==> config.mk <==
export PLATFORM = sky130hd
export DESIGN_NAME = servo_bus_write_packet_framer_unit
export DESIGN_NICKNAME = d
export VERILOG_FILES = /design/src/rtl/sbwpf_pkg.sv /design/src/rtl/sbwpf_front.sv /design/src/rtl/sbwpf_queue.sv /design/src/rtl/sbwpf_back.sv /design/src/rtl/servo_bus_write_packet_framer_unit.sv
export VERILOG_INCLUDE_DIRS = /design/src /design/src/rtl
export SDC_FILE = /design/constraint.sdc
export NUM_CORES = 1
export LEC_CHECK = 0
export ABC_AREA = 1
export BUFFER_PORTS_ARGS = -buffer_cell sky130_fd_sc_hd__buf_4
export CELL_PAD_IN_SITES_DETAIL_PLACEMENT = 0
export CELL_PAD_IN_SITES_GLOBAL_PLACEMENT = 2
export CORE_AREA = 2 2 127 178
export CTS_CLUSTER_DIAMETER = 30
export DETAILED_ROUTE_END_ITERATION = 16
export DIE_AREA = 0 0 129 180
export PLACE_DENSITY = 0.88
export SYNTH_ARGS = -nofsm -noshare
export SYNTH_HDL_FRONTEND = slang
export SYNTH_SLANG_ARGS = --single-unit
==> constraint.sdc <==
create_clock -name clk -period 8.7 [get_ports clk]
set_input_delay 0.435 -clock clk [delete_from_list [all_inputs] [get_ports clk]]
set_output_delay 0.435 -clock clk [all_outputs]
set_load 0.03 [all_outputs]
==> src/rtl/servo_bus_write_packet_framer_unit_assert.svh <==
// Assertion macros for the servo bus write packet framer.
// Included by the modules that check their own logic; needs a clk and rst in scope.
`ifndef SERVO_BUS_WRITE_PACKET_FRAMER_UNIT_ASSERT_SVH
`define SERVO_BUS_WRITE_PACKET_FRAMER_UNIT_ASSERT_SVH

`ifndef NO_ASSERTIONS
// Check a property outside of reset
`define SBWPF_ASSERT(lbl, prop, msg) \
  lbl: assert property (@(posedge clk) disable iff (rst) prop) else $error(msg);
// Check a property at every edge, reset included
`define SBWPF_ASSERT_ALWAYS(lbl, prop, msg) \
  lbl: assert property (@(posedge clk) prop) else $error(msg);
`else
`define SBWPF_ASSERT(lbl, prop, msg)
`define SBWPF_ASSERT_ALWAYS(lbl, prop, msg)
`endif

`endif

==> src/rtl/sbwpf_pkg.sv <==
// Shared types, constants and functions of the servo bus write packet framer.
// No dependencies; imported by every module of the block.
package sbwpf_pkg;

  // Data byte limits
  localparam int MAX_DATA_BYTES = 4;
  localparam int WORD_BYTES     = 4;
  localparam int LIM_BYTES      = (MAX_DATA_BYTES < WORD_BYTES) ? MAX_DATA_BYTES : WORD_BYTES;

  localparam int CNT_W  = 3;
  localparam int IDX_W  = 4;
  localparam int SEL_W  = $clog2(WORD_BYTES);

  localparam logic [CNT_W-1:0] CNT_MIN = CNT_W'(1);
  localparam logic [CNT_W-1:0] CNT_LIM = CNT_W'(LIM_BYTES);

  // Input tdata layout
  localparam int IN_TDATA_W = 56;
  localparam int ADDR_LO    = 0;
  localparam int DATA_LO    = 16;
  localparam int CNT_LO     = 48;

  // Packet constants
  localparam logic [7:0]  HDR_A        = 8'hFF;
  localparam logic [7:0]  HDR_B        = 8'hFD;
  localparam logic [7:0]  HDR_C        = 8'h00;
  localparam logic [7:0]  INSTR_WRITE  = 8'h03;
  localparam logic [7:0]  LEN_BIAS     = 8'd5;
  localparam logic [7:0]  LEN_HIGH     = 8'h00;
  localparam logic [15:0] CRC_POLY     = 16'h8005;
  localparam logic [15:0] CRC_TOP      = 16'h8000;
  localparam logic [7:0]  DEV_ID_RESET = 8'd1;

  // Byte positions within a packet
  localparam logic [IDX_W-1:0] POS_HDR0   = 4'd0;
  localparam logic [IDX_W-1:0] POS_HDR1   = 4'd1;
  localparam logic [IDX_W-1:0] POS_HDR2   = 4'd2;
  localparam logic [IDX_W-1:0] POS_HDR3   = 4'd3;
  localparam logic [IDX_W-1:0] POS_ID     = 4'd4;
  localparam logic [IDX_W-1:0] POS_LEN_L  = 4'd5;
  localparam logic [IDX_W-1:0] POS_LEN_H  = 4'd6;
  localparam logic [IDX_W-1:0] POS_INSTR  = 4'd7;
  localparam logic [IDX_W-1:0] POS_ADDR_L = 4'd8;
  localparam logic [IDX_W-1:0] POS_ADDR_H = 4'd9;
  localparam logic [IDX_W-1:0] POS_DATA   = 4'd10;

  // Request queue geometry
  localparam int QUEUE_DEPTH = 2;
  localparam int QPTR_W      = 1;
  localparam int QCNT_W      = 2;

  typedef struct packed {
    logic [7:0]       dev;
    logic [15:0]      addr;
    logic [31:0]      data;
    logic [CNT_W-1:0] cnt;
  } req_t;

  // Bring the byte count into 1..LIM_BYTES
  function automatic logic [CNT_W-1:0] clamp_count(input logic [CNT_W-1:0] raw);
    logic [CNT_W-1:0] c;
    c = raw;
    if (c < CNT_MIN) c = CNT_MIN;
    if (c > CNT_LIM) c = CNT_LIM;
    return c;
  endfunction

  // Fold one byte into the CRC-16, MSB first
  function automatic logic [15:0] crc_byte(input logic [15:0] c_in, input logic [7:0] b);
    logic [15:0] c;
    c = c_in ^ {b, 8'h00};
    for (int k = 0; k < 8; k++) begin
      if ((c & CRC_TOP) != 16'h0000) c = (c << 1) ^ CRC_POLY;
      else c = c << 1;
    end
    return c;
  endfunction

endpackage

==> src/rtl/sbwpf_front.sv <==
// Front end: holds the device id register, takes requests and normalizes them.
// Depends on sbwpf_pkg.
module sbwpf_front
  import sbwpf_pkg::*;
(
  input  logic                  clk,
  input  logic                  rst,
  input  logic                  cfg_we,
  input  logic [7:0]            cfg_wdata,
  input  logic                  s_tvalid,
  output logic                  s_tready,
  input  logic [IN_TDATA_W-1:0] s_tdata,
  output logic                  req_valid,
  output req_t                  req,
  input  logic                  req_ready
);

  logic [7:0] device_id;

  // Configuration register
  always_ff @(posedge clk) begin
    if (rst) begin
      device_id <= DEV_ID_RESET;
    end else if (cfg_we) begin
      device_id <= cfg_wdata;
    end
  end

  assign s_tready = !req_valid || req_ready;

  // Hold valid until the queue takes the request
  always_ff @(posedge clk) begin
    if (rst) begin
      req_valid <= 1'b0;
    end else if (s_tready) begin
      req_valid <= s_tvalid;
    end
  end

  // Capture and clamp the request on transfer
  always_ff @(posedge clk) begin
    if (s_tvalid && s_tready) begin
      req.dev  <= device_id;
      req.addr <= s_tdata[ADDR_LO +: 16];
      req.data <= s_tdata[DATA_LO +: 32];
      req.cnt  <= clamp_count(s_tdata[CNT_LO +: CNT_W]);
    end
  end

endmodule

==> src/rtl/sbwpf_queue.sv <==
// Short request queue between the front end and the byte sequencer.
// Depends on sbwpf_pkg.
module sbwpf_queue
  import sbwpf_pkg::*;
(
  input  logic clk,
  input  logic rst,
  input  logic in_valid,
  output logic in_ready,
  input  req_t in_req,
  output logic out_valid,
  input  logic out_pop,
  output req_t out_req
);

  req_t              entry [QUEUE_DEPTH];
  logic [QPTR_W-1:0] wr_ptr;
  logic [QPTR_W-1:0] rd_ptr;
  logic [QCNT_W-1:0] count;
  logic              push;
  logic              pop;

  assign in_ready  = count != QCNT_W'(QUEUE_DEPTH);
  assign out_valid = count != '0;
  assign push      = in_valid && in_ready;
  assign pop       = out_pop && out_valid;
  assign out_req   = entry[rd_ptr];

  // Store on push
  always_ff @(posedge clk) begin
    if (push) begin
      entry[wr_ptr] <= in_req;
    end
  end

  // Advance pointers and occupancy
  always_ff @(posedge clk) begin
    if (rst) begin
      wr_ptr <= '0;
      rd_ptr <= '0;
      count  <= '0;
    end else begin
      if (push) wr_ptr <= wr_ptr + 1'b1;
      if (pop)  rd_ptr <= rd_ptr + 1'b1;
      case ({push, pop})
        2'b10:   count <= count + 1'b1;
        2'b01:   count <= count - 1'b1;
        default: count <= count;
      endcase
    end
  end

endmodule

==> src/rtl/sbwpf_back.sv <==
// Back end: walks the packet of the request at the queue head, one byte per cycle unless the
// output stalls, folds the CRC as it goes and drives the output register. Depends on sbwpf_pkg.
`include "servo_bus_write_packet_framer_unit_assert.svh"
module sbwpf_back
  import sbwpf_pkg::*;
(
  input  logic       clk,
  input  logic       rst,
  input  logic       q_valid,
  input  req_t       q_req,
  output logic       q_pop,
  output logic       m_tvalid,
  input  logic       m_tready,
  output logic [7:0] m_tdata,
  output logic       m_tlast
);

  logic [IDX_W-1:0] idx;
  logic [15:0]      crc;
  logic [IDX_W-1:0] crc_lo_pos;
  logic [IDX_W-1:0] last_pos;
  logic [IDX_W-1:0] data_off;
  logic [7:0]       data_byte;
  logic [7:0]       pkt_byte;
  logic             is_last;
  logic             in_body;
  logic             advance;

  assign crc_lo_pos = POS_DATA + IDX_W'(q_req.cnt);
  assign last_pos   = crc_lo_pos + 1'b1;
  assign is_last    = idx == last_pos;
  assign in_body    = idx < crc_lo_pos;
  assign data_off   = idx - POS_DATA;
  assign data_byte  = 8'(q_req.data >> {data_off[SEL_W-1:0], 3'b000});
  assign advance    = q_valid && (!m_tvalid || m_tready);
  assign q_pop      = advance && is_last;

  // Select the packet byte at the current position
  always_comb begin
    unique case (idx) inside
      POS_HDR0, POS_HDR1: pkt_byte = HDR_A;
      POS_HDR2:           pkt_byte = HDR_B;
      POS_HDR3:           pkt_byte = HDR_C;
      POS_ID:             pkt_byte = q_req.dev;
      POS_LEN_L:          pkt_byte = 8'(q_req.cnt) + LEN_BIAS;
      POS_LEN_H:          pkt_byte = LEN_HIGH;
      POS_INSTR:          pkt_byte = INSTR_WRITE;
      POS_ADDR_L:         pkt_byte = q_req.addr[7:0];
      POS_ADDR_H:         pkt_byte = q_req.addr[15:8];
      default: begin
        if (in_body)          pkt_byte = data_byte;
        else if (!is_last)    pkt_byte = crc[7:0];
        else                  pkt_byte = crc[15:8];
      end
    endcase
  end

  // Step through the packet and fold the CRC
  always_ff @(posedge clk) begin
    if (rst) begin
      idx <= '0;
      crc <= '0;
    end else if (advance) begin
      if (is_last) begin
        idx <= '0;
        crc <= '0;
      end else begin
        idx <= idx + 1'b1;
        if (in_body) crc <= crc_byte(crc, pkt_byte);
      end
    end
  end

  // Output register
  always_ff @(posedge clk) begin
    if (rst) begin
      m_tvalid <= 1'b0;
    end else if (advance) begin
      m_tvalid <= 1'b1;
    end else if (m_tready) begin
      m_tvalid <= 1'b0;
    end
  end

  always_ff @(posedge clk) begin
    if (advance) begin
      m_tdata <= pkt_byte;
      m_tlast <= is_last;
    end
  end

  `SBWPF_ASSERT(a_pop_on_last, q_pop |-> (q_valid && is_last), "queue popped before last byte")
  `SBWPF_ASSERT(a_idx_range, q_valid |-> (idx <= last_pos), "byte position past end of packet")
  `SBWPF_ASSERT(a_restart, q_pop |=> ((idx == '0) && (crc == '0)), "sequencer not restarted")
  `SBWPF_ASSERT_ALWAYS(a_reset, rst |=> ((idx == '0) && !m_tvalid), "reset did not clear")

endmodule

==> src/rtl/servo_bus_write_packet_framer_unit.sv <==
// Top level of the servo bus write packet framer.
// Depends on sbwpf_pkg, sbwpf_front, sbwpf_queue and sbwpf_back.
//
//   channel  | direction | handshake          | payload
//   ---------+-----------+--------------------+---------------------------------------
//   s_*      | in        | s_tvalid/s_tready  | s_tdata: reg_address, data_value, byte_count
//   m_*      | out       | m_tvalid/m_tready  | m_tdata: tx_byte; m_tlast: last_byte
//   cfg_*    | in        | cfg_we             | cfg_wdata: device_id
//
// A packet of N data bytes leaves as 12+N bytes (13 to 16), one per cycle unless m_tready
// stalls, set by the byte sequencer in the back end. The first byte passes the front,
// queue and output registers. Reset (rst, synchronous) empties the queue and sets device_id
// to 1. A stall on m_tready freezes the sequencer; requests still enter until the front
// register and the two-entry queue fill, so up to two requests wait behind a packet.
module servo_bus_write_packet_framer_unit
  import sbwpf_pkg::*;
(
  input  logic                  clk,
  input  logic                  rst,
  input  logic                  cfg_we,
  input  logic [7:0]            cfg_wdata,
  input  logic                  s_tvalid,
  output logic                  s_tready,
  input  logic [IN_TDATA_W-1:0] s_tdata,   // reg_address[15:0], data_value[47:16],
                                           // byte_count[50:48], zero[55:51]
  output logic                  m_tvalid,
  input  logic                  m_tready,
  output logic [7:0]            m_tdata,   // tx_byte[7:0]
  output logic                  m_tlast    // last_byte
);

  logic req_valid;
  logic req_ready;
  req_t req;
  logic q_valid;
  logic q_pop;
  req_t q_req;

  // Accept and normalize requests
  sbwpf_front u_front (
    .clk       (clk),
    .rst       (rst),
    .cfg_we    (cfg_we),
    .cfg_wdata (cfg_wdata),
    .s_tvalid  (s_tvalid),
    .s_tready  (s_tready),
    .s_tdata   (s_tdata),
    .req_valid (req_valid),
    .req       (req),
    .req_ready (req_ready)
  );

  // Buffer requests between the two sides
  sbwpf_queue u_queue (
    .clk       (clk),
    .rst       (rst),
    .in_valid  (req_valid),
    .in_ready  (req_ready),
    .in_req    (req),
    .out_valid (q_valid),
    .out_pop   (q_pop),
    .out_req   (q_req)
  );

  // Emit packet bytes
  sbwpf_back u_back (
    .clk      (clk),
    .rst      (rst),
    .q_valid  (q_valid),
    .q_req    (q_req),
    .q_pop    (q_pop),
    .m_tvalid (m_tvalid),
    .m_tready (m_tready),
    .m_tdata  (m_tdata),
    .m_tlast  (m_tlast)
  );

endmodule

* After elaboration in Yosys (flattened, before gate mapping)
Memories as Yosys holds them, arrays and structs flattened. A register that Yosys moved wholly into a read port is not among the register bits.
Cells that the tools add are included.
** Storage, ports and cells
- Logic and storage cells :: 118
- Flip-flop bits (word level) :: 102
- Memories kept :: 1
- Memory bits (writable) :: 118
- Input port bits :: 69
- Output and inout bits :: 11
** Cells by class
- Reduce and logical (&&, ||, !) cells :: 17
- Shifts and indexed selects :: 1
- $add $sub $neg :: 9
- Equality and inequality tests :: 13
- Muxes and demuxes :: 51
- Order comparisons :: 3
- Bitwise logic cells :: 9
** Memory list
- u_queue.entry :: words 2, width 59, read ports 1, clocked after memory_dff 1, write ports 1, RTL line sbwpf_queue.sv:16 : req_t entry [QUEUE_DEPTH];
** Operator list (number)
- $mux 16 :: 38
- $pmux 8 s8 :: 1
- $shr 32x5->8 :: 1
- $not 3->3 :: 8
- $eq 4x3->1 const B :: 4
- $mux 8 :: 2
- $xor 16x16->16 :: 1
- $add 4x1->4 const B :: 2
- $eq 4x2->1 const B :: 2
- $eq 4x4->1 const B :: 2
- $reduce_bool 2->1 :: 4
- $mux 1 :: 6
- $mux 3 :: 2
- $logic_and 1x1->1 :: 5
- $add 3x3->4 const B :: 1
- $add 4x3->4 const A :: 1
- $eq 4x1->1 const B :: 1
- $eq 4x4->1 :: 1
- $logic_not 4->1 :: 1
- $lt 4x4->1 :: 1
- $mux 4 :: 1
- $pmux 2 s2 :: 1
- $reduce_or 2->1 :: 2
- $gt 3x3->1 const B :: 1
- 11 further kinds :: 14

* Longest topological paths before layout
Gate-level depths: netlist (run 1).
- Depth in word-level cells :: 53
- Depth in mapped cells :: 38
- Gate-level depth less buffers :: 33

* Cells and area by module
From an unflattened synthesis (run 1), not the netlist that was laid out.
** Second synthesis, totals
- Cells, all modules :: 704
- Area, all modules :: 9223.8 um^2
** Modules (own cells, without submodules)
- sbwpf_queue :: cells an instance 222, area each 4544.4 um^2, instances 1, sequential area each 3643.5 um^2
- sbwpf_back :: cells an instance 378, area each 2580.0 um^2, instances 1, sequential area each 690.7 um^2
- sbwpf_front :: cells an instance 104, area each 2099.5 um^2, instances 1, sequential area each 1951.9 um^2

* Least setup slack after synthesis (run 1)
Ideal clock, no wire load.
- Path type :: register -> register
- Start point :: reg with a tool-made name
- End point :: reg u_back.crc[15]
- Buffers on the path :: 6
- Cell stages (with the launch flop) :: 35
- Library setup time :: 66 ps
- Slack :: 4455 ps
- Required time :: 8634 ps
- Period minus slack after synthesis :: 4245 ps
- Data arrival time :: 4179 ps
- Cell sequence :: dfxtp_1 > inv_2 > buf_6 > buf_6 > buf_6 > buf_6 > buf_2 > or2_2 > o21ai_0 > inv_1 > ha_1 > ha_1 > a21o_1 > a21oi_1 > clkbuf_1 > nand3_1 > nand2_1 > inv_2 > nand2_2 > nand2_2 > nand2_1 > nand2_1 > nand2_1 > nand2_2 > nand2_1 > nand3_1 > nand3b_1 > nand2_1 > nand2_1 > nand3_1 > nand2_2 > nand2_2 > nand3_2 > nand3_2 > a21oi_2
** RTL lines
- end signal, assigned :: RTL line sbwpf_back.sv:69 : if (in_body) crc <= crc_byte(crc, pkt_byte);
- end, declared :: RTL line sbwpf_back.sv:19 : logic [15:0] crc;

==> impl_metrics.tcl, run 1 <==
set metrics [dict create \
    synth_common_cells "186 x edfxtp_1, 171 x nand2_1, 71 x nor2_1" \
    critPathMaxStageDelay_ps 490 \
    min_path_type "in -> reg" \
    first_global_vias 5911 \
    cts_setup_buffers 0 \
    clk_latency_ps 510 \
    critical_path_class "reg -> reg" \
    r2r_end "u_back.crc[15]" \
    die_h_microns 180 \
    synthMostInstantiatedCell "edfxtp_1" \
    drv_slew 0 \
    cp_slowest_cell "buf_4" \
    post-route-period-util_pct 58.75 \
    cts_made_buffers 34 \
    area_growth_syn_to_layout_pct 21.72 \
    power_density_nw_per_um2 261.7 \
    yosysSeqAreaShare_pct 68.94 \
    track_usage_pct 16.28 \
    drive_above_1_share_pct 20.99 \
    grt_setup_unrepaired "no" \
    antenna_found_initial 0 \
    htreeDepth 2 \
    syn_area_per_cell_sq_um 11.53 \
    synth-seq-cells 221 \
    cts_tree "done" \
    ys_warn_count 0 \
    ctsHoldBuffers 0 \
    cpMostUsedCell "nand3_1" \
    ys.flop_type "edfxtp_1" \
    status "completed" \
    setup_violations 0 \
    vias 5839 \
    ant_nets 0 \
    grt_max_degree 60 \
    setup.worst_path.end_class "register" \
    synthArstFlopShare_pct 0 \
    port_buffers 74 \
    min_delay_worst_endpoint "u_front.req[39]" \
    synth_nets 874 \
    cap_violations 0 \
    clock.fmax_mhz 195.7 \
    wl_per_cell_microns 15.34 \
    hold_depth 1 \
    clk_pin_slew_worst_paths_ps 60 \
    rows 64 \
    start_util_pct 42.01 \
    viasPerCell 4.838 \
    period_minus_slack_ps 5111 \
    critPathTopFamily "simple AND/OR/NAND/NOR gates" \
    worstPathRequired_ps 9120 \
    grt_overflow_total 0 \
    hold_violations 0 \
    worst-endpoint-arrival_ps 5530 \
    relSlewSlack_pct 25.34 \
    crit_fanout 59 \
    ios 80 \
    fill_cells 1911 \
    detail_route.iter0.violations 398 \
    worst_pin_slew_ps 1116 \
    synth_top_area_share_pct 61.26 \
    synth_area_leaders "edfxtp_1 61%, dfxtp_1 7.7%, nand2_1 7.0%, nor2_1 2.9%, nand3_1 2.7%" \
    netlist_instances 791 \
    dieArea_sq_um 23220 \
    finalSetupTns_ps 0 \
    first_pass_iters 5 \
    hpwl_mm 11.97 \
    diodes 0 \
    synth_cell_type_count 43 \
    numClockSinks 221 \
    hp-start "s_tdata[4]" \
    critPathBufInv 4 \
    clock_tree.buffer_depth 3 \
    cts_resized 0 \
    synth-edff-count 186 \
    finalNetCount 967 \
    ir_worst_vdd_v 0.0001485 \
    holdWs_ps 97.57 \
    worstPathCellList "buf_4 -> inv_2 -> or2_2 -> o21ai_0 -> inv_1 -> ha_1 -> ha_1 -> a21o_1 -> a21oi_1 -> buf_4 -> nand3_1 -> nand3_1 -> nand4_1 -> xor2_1 -> nand3_1 -> nand3_1 -> nand3_1 -> nand2_2 -> nand2_2 -> nand3_2 -> nand3_2 -> a21oi_2" \
    r2r_cells 22 \
    syn-cell-area_sq_um 9117 \
    leakagePower_nw 4.218 \
    grt_pass1_wl_mm 29.61 \
    routed_wl_mm 18.52 \
    coreArea_sq_um 21700 \
    synth_top_area_cell "edfxtp_1" \
    root_buffer "clkbuf_16" \
    gp_congestion 0.7966 \
    r2r_slack_ps 3590 \
    startpoint_type "register" \
    die_w_microns 129 \
    clock-skew-final_ps 28.19 \
    drc 0 \
]
power breakdown:
part           switching, mW  internal [mW]
clock network          0.513          0.800
logic                  0.225          0.121
registers             0.0297           1.22
cell usage in the layout, fill, tap and decap left out, drive strengths merged, types with 3 or more instances in the layout:
cell type  instances
nor2              75
xnor2              3
o21ai             62
clkinvlp           3
nand3             51
nor4               4
xor2               6
nor3               5
o22ai             11
buf               82
nand2            187
clkinv            12
a21oi             50
dfxtp             35
edfxtp           186
nand4              3
ha                14
clkbuf            37
inv               71
or2                3
sequential cells by signal (all words and copies together) (netlist names), 2 cells and up, named ones only:
name / cells
u_queue.entry: 118
u_back.crc: 16
u_back.m_tdata: 8
u_front.req: 59
u_back.idx: 4
u_queue.count: 2
u_front.device_id: 8
kinds of logic after synthesis:
logic type | share of synthesized area (%)
simple gates | 15.82
buf+inv | 4.364
flops | 68.94
compound gates | 7.781
mux | 0.2196
xor+xnor | 0.9470
fa+ha+maj | 1.921
area by class of cell:
class	instances	area [sq um]	share of cell area, %
Timing Repair Buffer	82	615.6	5.547
Tap cell	297	371.6	3.348
Clock buffer	37	893.4	8.050
Multi-Input combinational cell	483	2449	22.06
Sequential cell	221	6287	56.65
Inverter	62	232.7	2.097
Clock inverter	25	249.0	2.244
through the flow:
step	utilization [%]	cell area (sq um)	std cells	setup WS (ps)	power [mW]
finish	51.14	11100	1207	3589	2.905
global route	51.14	11100	1207	2988	3.033
CTS	51.14	11100	1207	3454	2.937
detailed placement	45.88	9956	1145	3482	1.618
global placement	45.88	9956	1145	3502	1.613
floorplan	-	9117	791	4455	1.508
worst max-delay path by stage:
stage	endpoint	cells after the start	slack, ps	startpoint
finish	u_back.crc[15]	22	3590	register
global route	u_back.crc[15]	26	2990	register
CTS	u_back.crc[15]	22	3450	register
detailed placement	u_back.crc[15]	22	3480	register
global placement	u_back.crc[15]	22	3500	register
floorplan	u_back.crc[15]	34	4460	register
per-layer routing:
metal | part of all wire [%] | wire [microns] | global-route usage [%]
met4 | 3.2 | 601 | 7.087
met2 | 52 | 9657 | 28.15
met5 | 0 | 0 | 0
met1 | 40 | 7463 | 19.49
met3 | 4.3 | 796 | 3.274
No activity file was read; power rests on OpenSTA's default activity.
==> inputs of run 2 (changes only) <==
--- a/config.mk
+++ b/config.mk
@@ -10,11 +10,11 @@
 export BUFFER_PORTS_ARGS = -buffer_cell sky130_fd_sc_hd__buf_4
 export CELL_PAD_IN_SITES_DETAIL_PLACEMENT = 0
 export CELL_PAD_IN_SITES_GLOBAL_PLACEMENT = 2
-export CORE_AREA = 2 2 127 178
+export CORE_AREA = 2 2 131 184
 export CTS_CLUSTER_DIAMETER = 30
 export DETAILED_ROUTE_END_ITERATION = 16
-export DIE_AREA = 0 0 129 180
-export PLACE_DENSITY = 0.88
+export DIE_AREA = 0 0 133 186
+export PLACE_DENSITY = 0.83
 export SYNTH_ARGS = -nofsm -noshare
 export SYNTH_HDL_FRONTEND = slang
 export SYNTH_SLANG_ARGS = --single-unit
==> constraint.sdc (replaced) <==
create_clock -name clk -period 4.96 [get_ports clk]
set_input_delay 0.248 -clock clk [delete_from_list [all_inputs] [get_ports clk]]
set_output_delay 0.248 -clock clk [all_outputs]
set_load 0.03 [all_outputs]
==> run 2 against run 1 <==
Compared with the run above:
- combinational power up 90%
- setup slack worse by 2700 ps
- non-clock buffer count up 63
- critical path depth up 4
- hold slack worse by 79 ps
- first-iteration DRC count down 13%
- core utilization down 0.17 points
- flip-flop and latch count unchanged
- clock skew down 11 ps
- sequential power up 74%
- wire length up 4.4%
- sequential share of layout area down 3.1 points
==> impl_metrics.tcl, run 2 (same netlist as run 1, synthesis figures left out) <==
set metrics [dict create \
    drv_slew 0 \
    power_switching_mw 1.324 \
    numClockSinks 221 \
    first_pass_iters 4 \
    worst_pin_slew_ps 876.2 \
    coreArea_sq_um 23040 \
    leakagePower_nw 4.497 \
    grt_overflow_total 0 \
    grt-busiest-layer "met2" \
    start_util_pct 39.57 \
    crit_fanout 33 \
    viasPerCell 4.717 \
    drc 0 \
    sequentialPowerShare_pct 42.0 \
    switching_share_pct 25.52 \
    worstPathRequired_ps 5390 \
    seq_area_sq_um 6287 \
    vias 6038 \
    min_path_type "in -> reg" \
    grt_use_met2_pct 29.43 \
    power_density_nw_per_um2 441.9 \
    routed_wl_mm 19.33 \
    largest_reg_flops 118 \
    ir_worst_vdd_v 0.0004113 \
    finalSetupTns_ps 0 \
    hold_violations 0 \
    grt_util_met3_pct 2.996 \
    clk_latency_ps 510 \
    cts_setup_buffers 0 \
    fill_cells 2021 \
    status "completed" \
    grt_setup_unrepaired "no" \
    cts_made_buffers 36 \
    die_w_microns 133 \
    htreeDepth 2 \
    period_minus_slack_ps 4073 \
    clk_pin_slew_worst_paths_ps 60 \
    critical_path_class "reg -> reg" \
    clock_tree.buffer_depth 3 \
    worst-endpoint-arrival_ps 4500 \
    clock-skew-final_ps 16.78 \
    relSlewSlack_pct 40.97 \
    multi_input_area_sq_um 2449 \
    first_global_vias 5938 \
    rows 66 \
    largestRegisters "u_queue.entry x118, u_front.req x59, u_back.crc x16" \
    root_buffer "clkbuf_16" \
    grt_pass1_wl_mm 30.79 \
    grt.met1_usage_pct 18.39 \
    post-route-period-util_pct 82.12 \
    ant_nets 0 \
    dieArea_sq_um 24740 \
    track_usage_pct 16.15 \
    gp_congestion 0.7801 \
    grt_max_degree 60 \
    drive_above_1_share_pct 20.02 \
    ios 80 \
    port_buffers 74 \
    setup.worst_path.end_class "register" \
    diodes 0 \
    hpwl_mm 12.32 \
    antenna_found_initial 0 \
    final_cell_mix "186 x edfxtp_1, 171 x nand2_1, 88 x buf_4, 69 x nor2_1, 57 x dlygate4sd3_1" \
    finalNetCount 1032 \
    die_h_microns 186 \
    p_comb_share_pct 12.7 \
    layout_commonest_cell "edfxtp_1" \
    wl_per_cell_microns 15.10 \
    detail_route.iter0.violations 347 \
    startpoint_type "register" \
    clock.fmax_mhz 245.5 \
    holdWs_ps 18.77 \
    clockPowerShare_pct 45.3 \
    critPathMaxStageDelay_ps 390 \
    cts_resized 0 \
    ctsHoldBuffers 57 \
    p_int_mw 3.865 \
    setup_violations 0 \
    largest-register "u_queue.entry" \
    area_growth_syn_to_layout_pct 28.79 \
    cap_violations 0 \
    cp_slowest_cell "o21ai_0" \
    cts_tree "done" \
]
run 2: cell types whose count changed in the layout (fill, tap and decap cells not counted), moves of 2 or more:
cell / delta
dlygate4sd3_1: +57
buf_4: +6
clkbuf_1: +4
clkinv_8: -3
inv_6: -3
clkbuf_16: +2
clkbuf_8: +2
run 2: area by class of cell:
class | count | area share (%)
clock buffers | 45 | 8.396
clock inverters | 18 | 1.481
inverters | 62 | 1.982
multi-input cells | 483 | 20.85
flip-flops and latches | 221 | 53.54
well taps | 306 | 3.261
repair buffers | 145 | 10.48
run 2: metal layers:
metal	wire length (microns)	part of all wire, %
met5	0	0
met3	735	3.8
met4	653	3.4
met2	10080	52
met1	7860	41
run 2: critical path: cells and delay by family (launching register included):
kind                     cells  cell delay (ps)
AO/OA/AOI/OAI                4              840
buffers and inverters        4              710
flip-flops                   1              320
adder cells (fa/ha/maj)      2              560
AND/OR/NAND/NOR             16             1550
run 2: path summary, 6_finish.rpt:
check,startpoint,endpoint,slack [ps],depth (start not counted)
max,register,u_back.crc[15],890,26
min reg2reg,u_front.device_id[1],u_front.req[52],430,0
max reg2reg,register,u_back.crc[15],890,26
min,cfg_we,u_front.device_id[0],20,3
run 2: per-stage QoR:
stage               instance area, sq um  cells  util [%]  setup WS [ps]  power [mW]
finish                             11740   1280     50.97          886.8       5.189
global route                       11740   1280     50.97          562.1       5.407
CTS                                11740   1280     50.97          843.9       5.248
detailed placement                 10010   1160     43.46          879.1       2.844
global placement                   10010   1160     43.46          864.5       2.836
floorplan                           9117    791         -          715.2       2.645
run 2: power by group through the flow:
stage                     clock network (mW)  logic [mW]  registers, mW
after floorplan                            0       0.423           2.22
after global placement                     0       0.623           2.21
after detailed placement                   0       0.627           2.22
after CTS                               2.40       0.666           2.18
after global routing                    2.48       0.735           2.19
final                                   2.35       0.658           2.18
==> inputs of run 3 (changes only) <==
==> constraint.sdc (replaced) <==
create_clock -name clk -period 3.9 [get_ports clk]
set_input_delay 0.195 -clock clk [delete_from_list [all_inputs] [get_ports clk]]
set_output_delay 0.195 -clock clk [all_outputs]
set_load 0.03 [all_outputs]
==> run 3 against run 2 <==
Compared with the run above:
- via count up 0.61%
- core utilization up 1.4 points
- critical path depth increased by 3
- flip-flop and latch count stayed put
- non-clock buffer count up 21
- largest power group unchanged
- global-route usage up 0.14 points
- final cell count is 1.6% higher
- wire length up 1.1%
==> impl_metrics.tcl, run 3 (same netlist as run 1, synthesis figures left out) <==
set metrics [dict create \
    viasPerCell 4.673 \
    place_area_sq_um 10110 \
    antenna_found_initial 0 \
    worstPathRequired_ps 4310 \
    numClockSinks 221 \
    power_density_nw_per_um2 561.8 \
    clock-skew-final_ps 28.08 \
    clock_tree.buffer_depth 3 \
    drc 0 \
    vias 6075 \
    clk_pin_slew_worst_paths_ps 60 \
    clock.fmax_mhz 277.7 \
    detail_route.iter0.violations 293 \
    dieArea_sq_um 24740 \
    grt_pass1_wl_mm 31.51 \
    start_util_pct 39.57 \
    fin_util_pct 52.32 \
    clk_latency_ps 500 \
    rows 66 \
    setup.worst_path.end_class "register" \
    post-route-period-util_pct 92.33 \
    status "completed" \
    track_usage_pct 16.29 \
    setup_violations 0 \
    critical_path_class "reg -> reg" \
    cpMostUsedCell "nand2_2" \
    root_buffer "clkbuf_16" \
    leakagePower_nw 4.612 \
    cts_made_buffers 34 \
    die_h_microns 186 \
    ir_worst_vdd_v 0.0002980 \
    routed_wl_mm 19.55 \
    grt_overflow_total 0 \
    grt_max_degree 60 \
    ios 80 \
    first_global_vias 6129 \
    fin_total_pwr_mw 6.772 \
    stdcell_area_sq_um 12050 \
    drive_above_1_share_pct 23.34 \
    fin_ws_ps 299.3 \
    layout_commonest_cell "edfxtp_1" \
    grt_setup_unrepaired "no" \
    finalNetCount 1051 \
    gp_congestion 0.8001 \
    seq_area_sq_um 6290 \
    dp.cells 1170 \
    period_minus_slack_ps 3601 \
    final_cell_mix "186 x edfxtp_1, 165 x nand2_1, 101 x buf_4, 69 x nor2_1, 61 x dlygate4sd3_1" \
    relSlewSlack_pct 40.92 \
    htreeDepth 2 \
    startpoint_type "register" \
    diodes 0 \
    area_growth_syn_to_layout_pct 32.21 \
    crit_fanout 6 \
    die_w_microns 133 \
    fill_cells 1971 \
    final_cell_count_no_fill 1300 \
    worst-endpoint-arrival_ps 4010 \
    multi_input_area_sq_um 2516 \
    drv_slew 0 \
    ant_nets 0 \
    cap_violations 0 \
    min_path_type "in -> reg" \
    largest-register "u_queue.entry" \
    cp_slowest_cell "dfxtp_4" \
    hold_violations 0 \
    hpwl_mm 12.50 \
    dp_slack_ps 142.0 \
    finalSetupTns_ps 0 \
    first_pass_iters 5 \
    worst_pin_slew_ps 876.9 \
    critPathMaxStageDelay_ps 390 \
    port_buffers 74 \
    largestRegisters "u_queue.entry x118, u_front.req x59, u_back.crc x16" \
    wl_per_cell_microns 15.04 \
    cts_tree "done" \
    holdWs_ps 10.70 \
    coreArea_sq_um 23040 \
    largest_reg_flops 118 \
]
==> run 3: changes by cell type in the layout (fill, tap and decap cells not counted), moves of 4 or more <==
cell           delta
clkbuf_1          -4
nand2_2           +6
clkinvlp_4        +4
dlygate4sd3_1     +4
nand3_1           -4
inv_8             -4
nand3_2           +4
buf_4            +13
nand2_1           -6
==> run 3: area by class of cell <==
cell class / count / share of cell area, %
tap: 306 / 3.176
multi-input combinational: 483 / 20.87
timing repair buffer: 166 / 11.80
clock buffer: 38 / 7.525
clock inverter: 24 / 2.481
sequential: 221 / 52.18
inverter: 62 / 1.962
==> run 3: worst paths after layout <==
kind,start,to,slack (ps),cells after the start
worst max-delay path,register,u_back.crc[15],300,29
worst min-delay path,s_tvalid,u_front.req_valid,10,3
worst max register to register,register,u_back.crc[15],300,29
worst min register to register,u_front.device_id[4],u_front.req[55],420,0
==> run 3: worst max-delay path: cells and delay by family (launching register included) <==
family / cells / cell delay [ps]
fa+ha+maj: 2 / 480
compound gates: 4 / 560
flops: 1 / 390
buf+inv: 4 / 400
simple gates: 19 / 1670
==> run 3: what timing repair did <==
action,4_1_cts,5_1_grt
gates resized for setup,0,15
hold buffers,61,0
hold endpoints to repair,59,0
buffers inserted,0,7
setup endpoints to repair,0,3
==> run 3: metal layers <==
layer	track usage (%)	part of all wire, %
met3	2.968	3.2
met5	0	0
met4	5.720	2.1
met2	30.53	54
met1	18.56	40
==> run 3: power by group <==
group / switching [mW] / internal [mW] / total [mW] / leakage [nW]
Clock: 1.12 / 1.98 / 3.11 / 0.577
Combinational: 0.540 / 0.354 / 0.894 / 2.01
Sequential: 0.0598 / 2.71 / 2.77 / 2.03
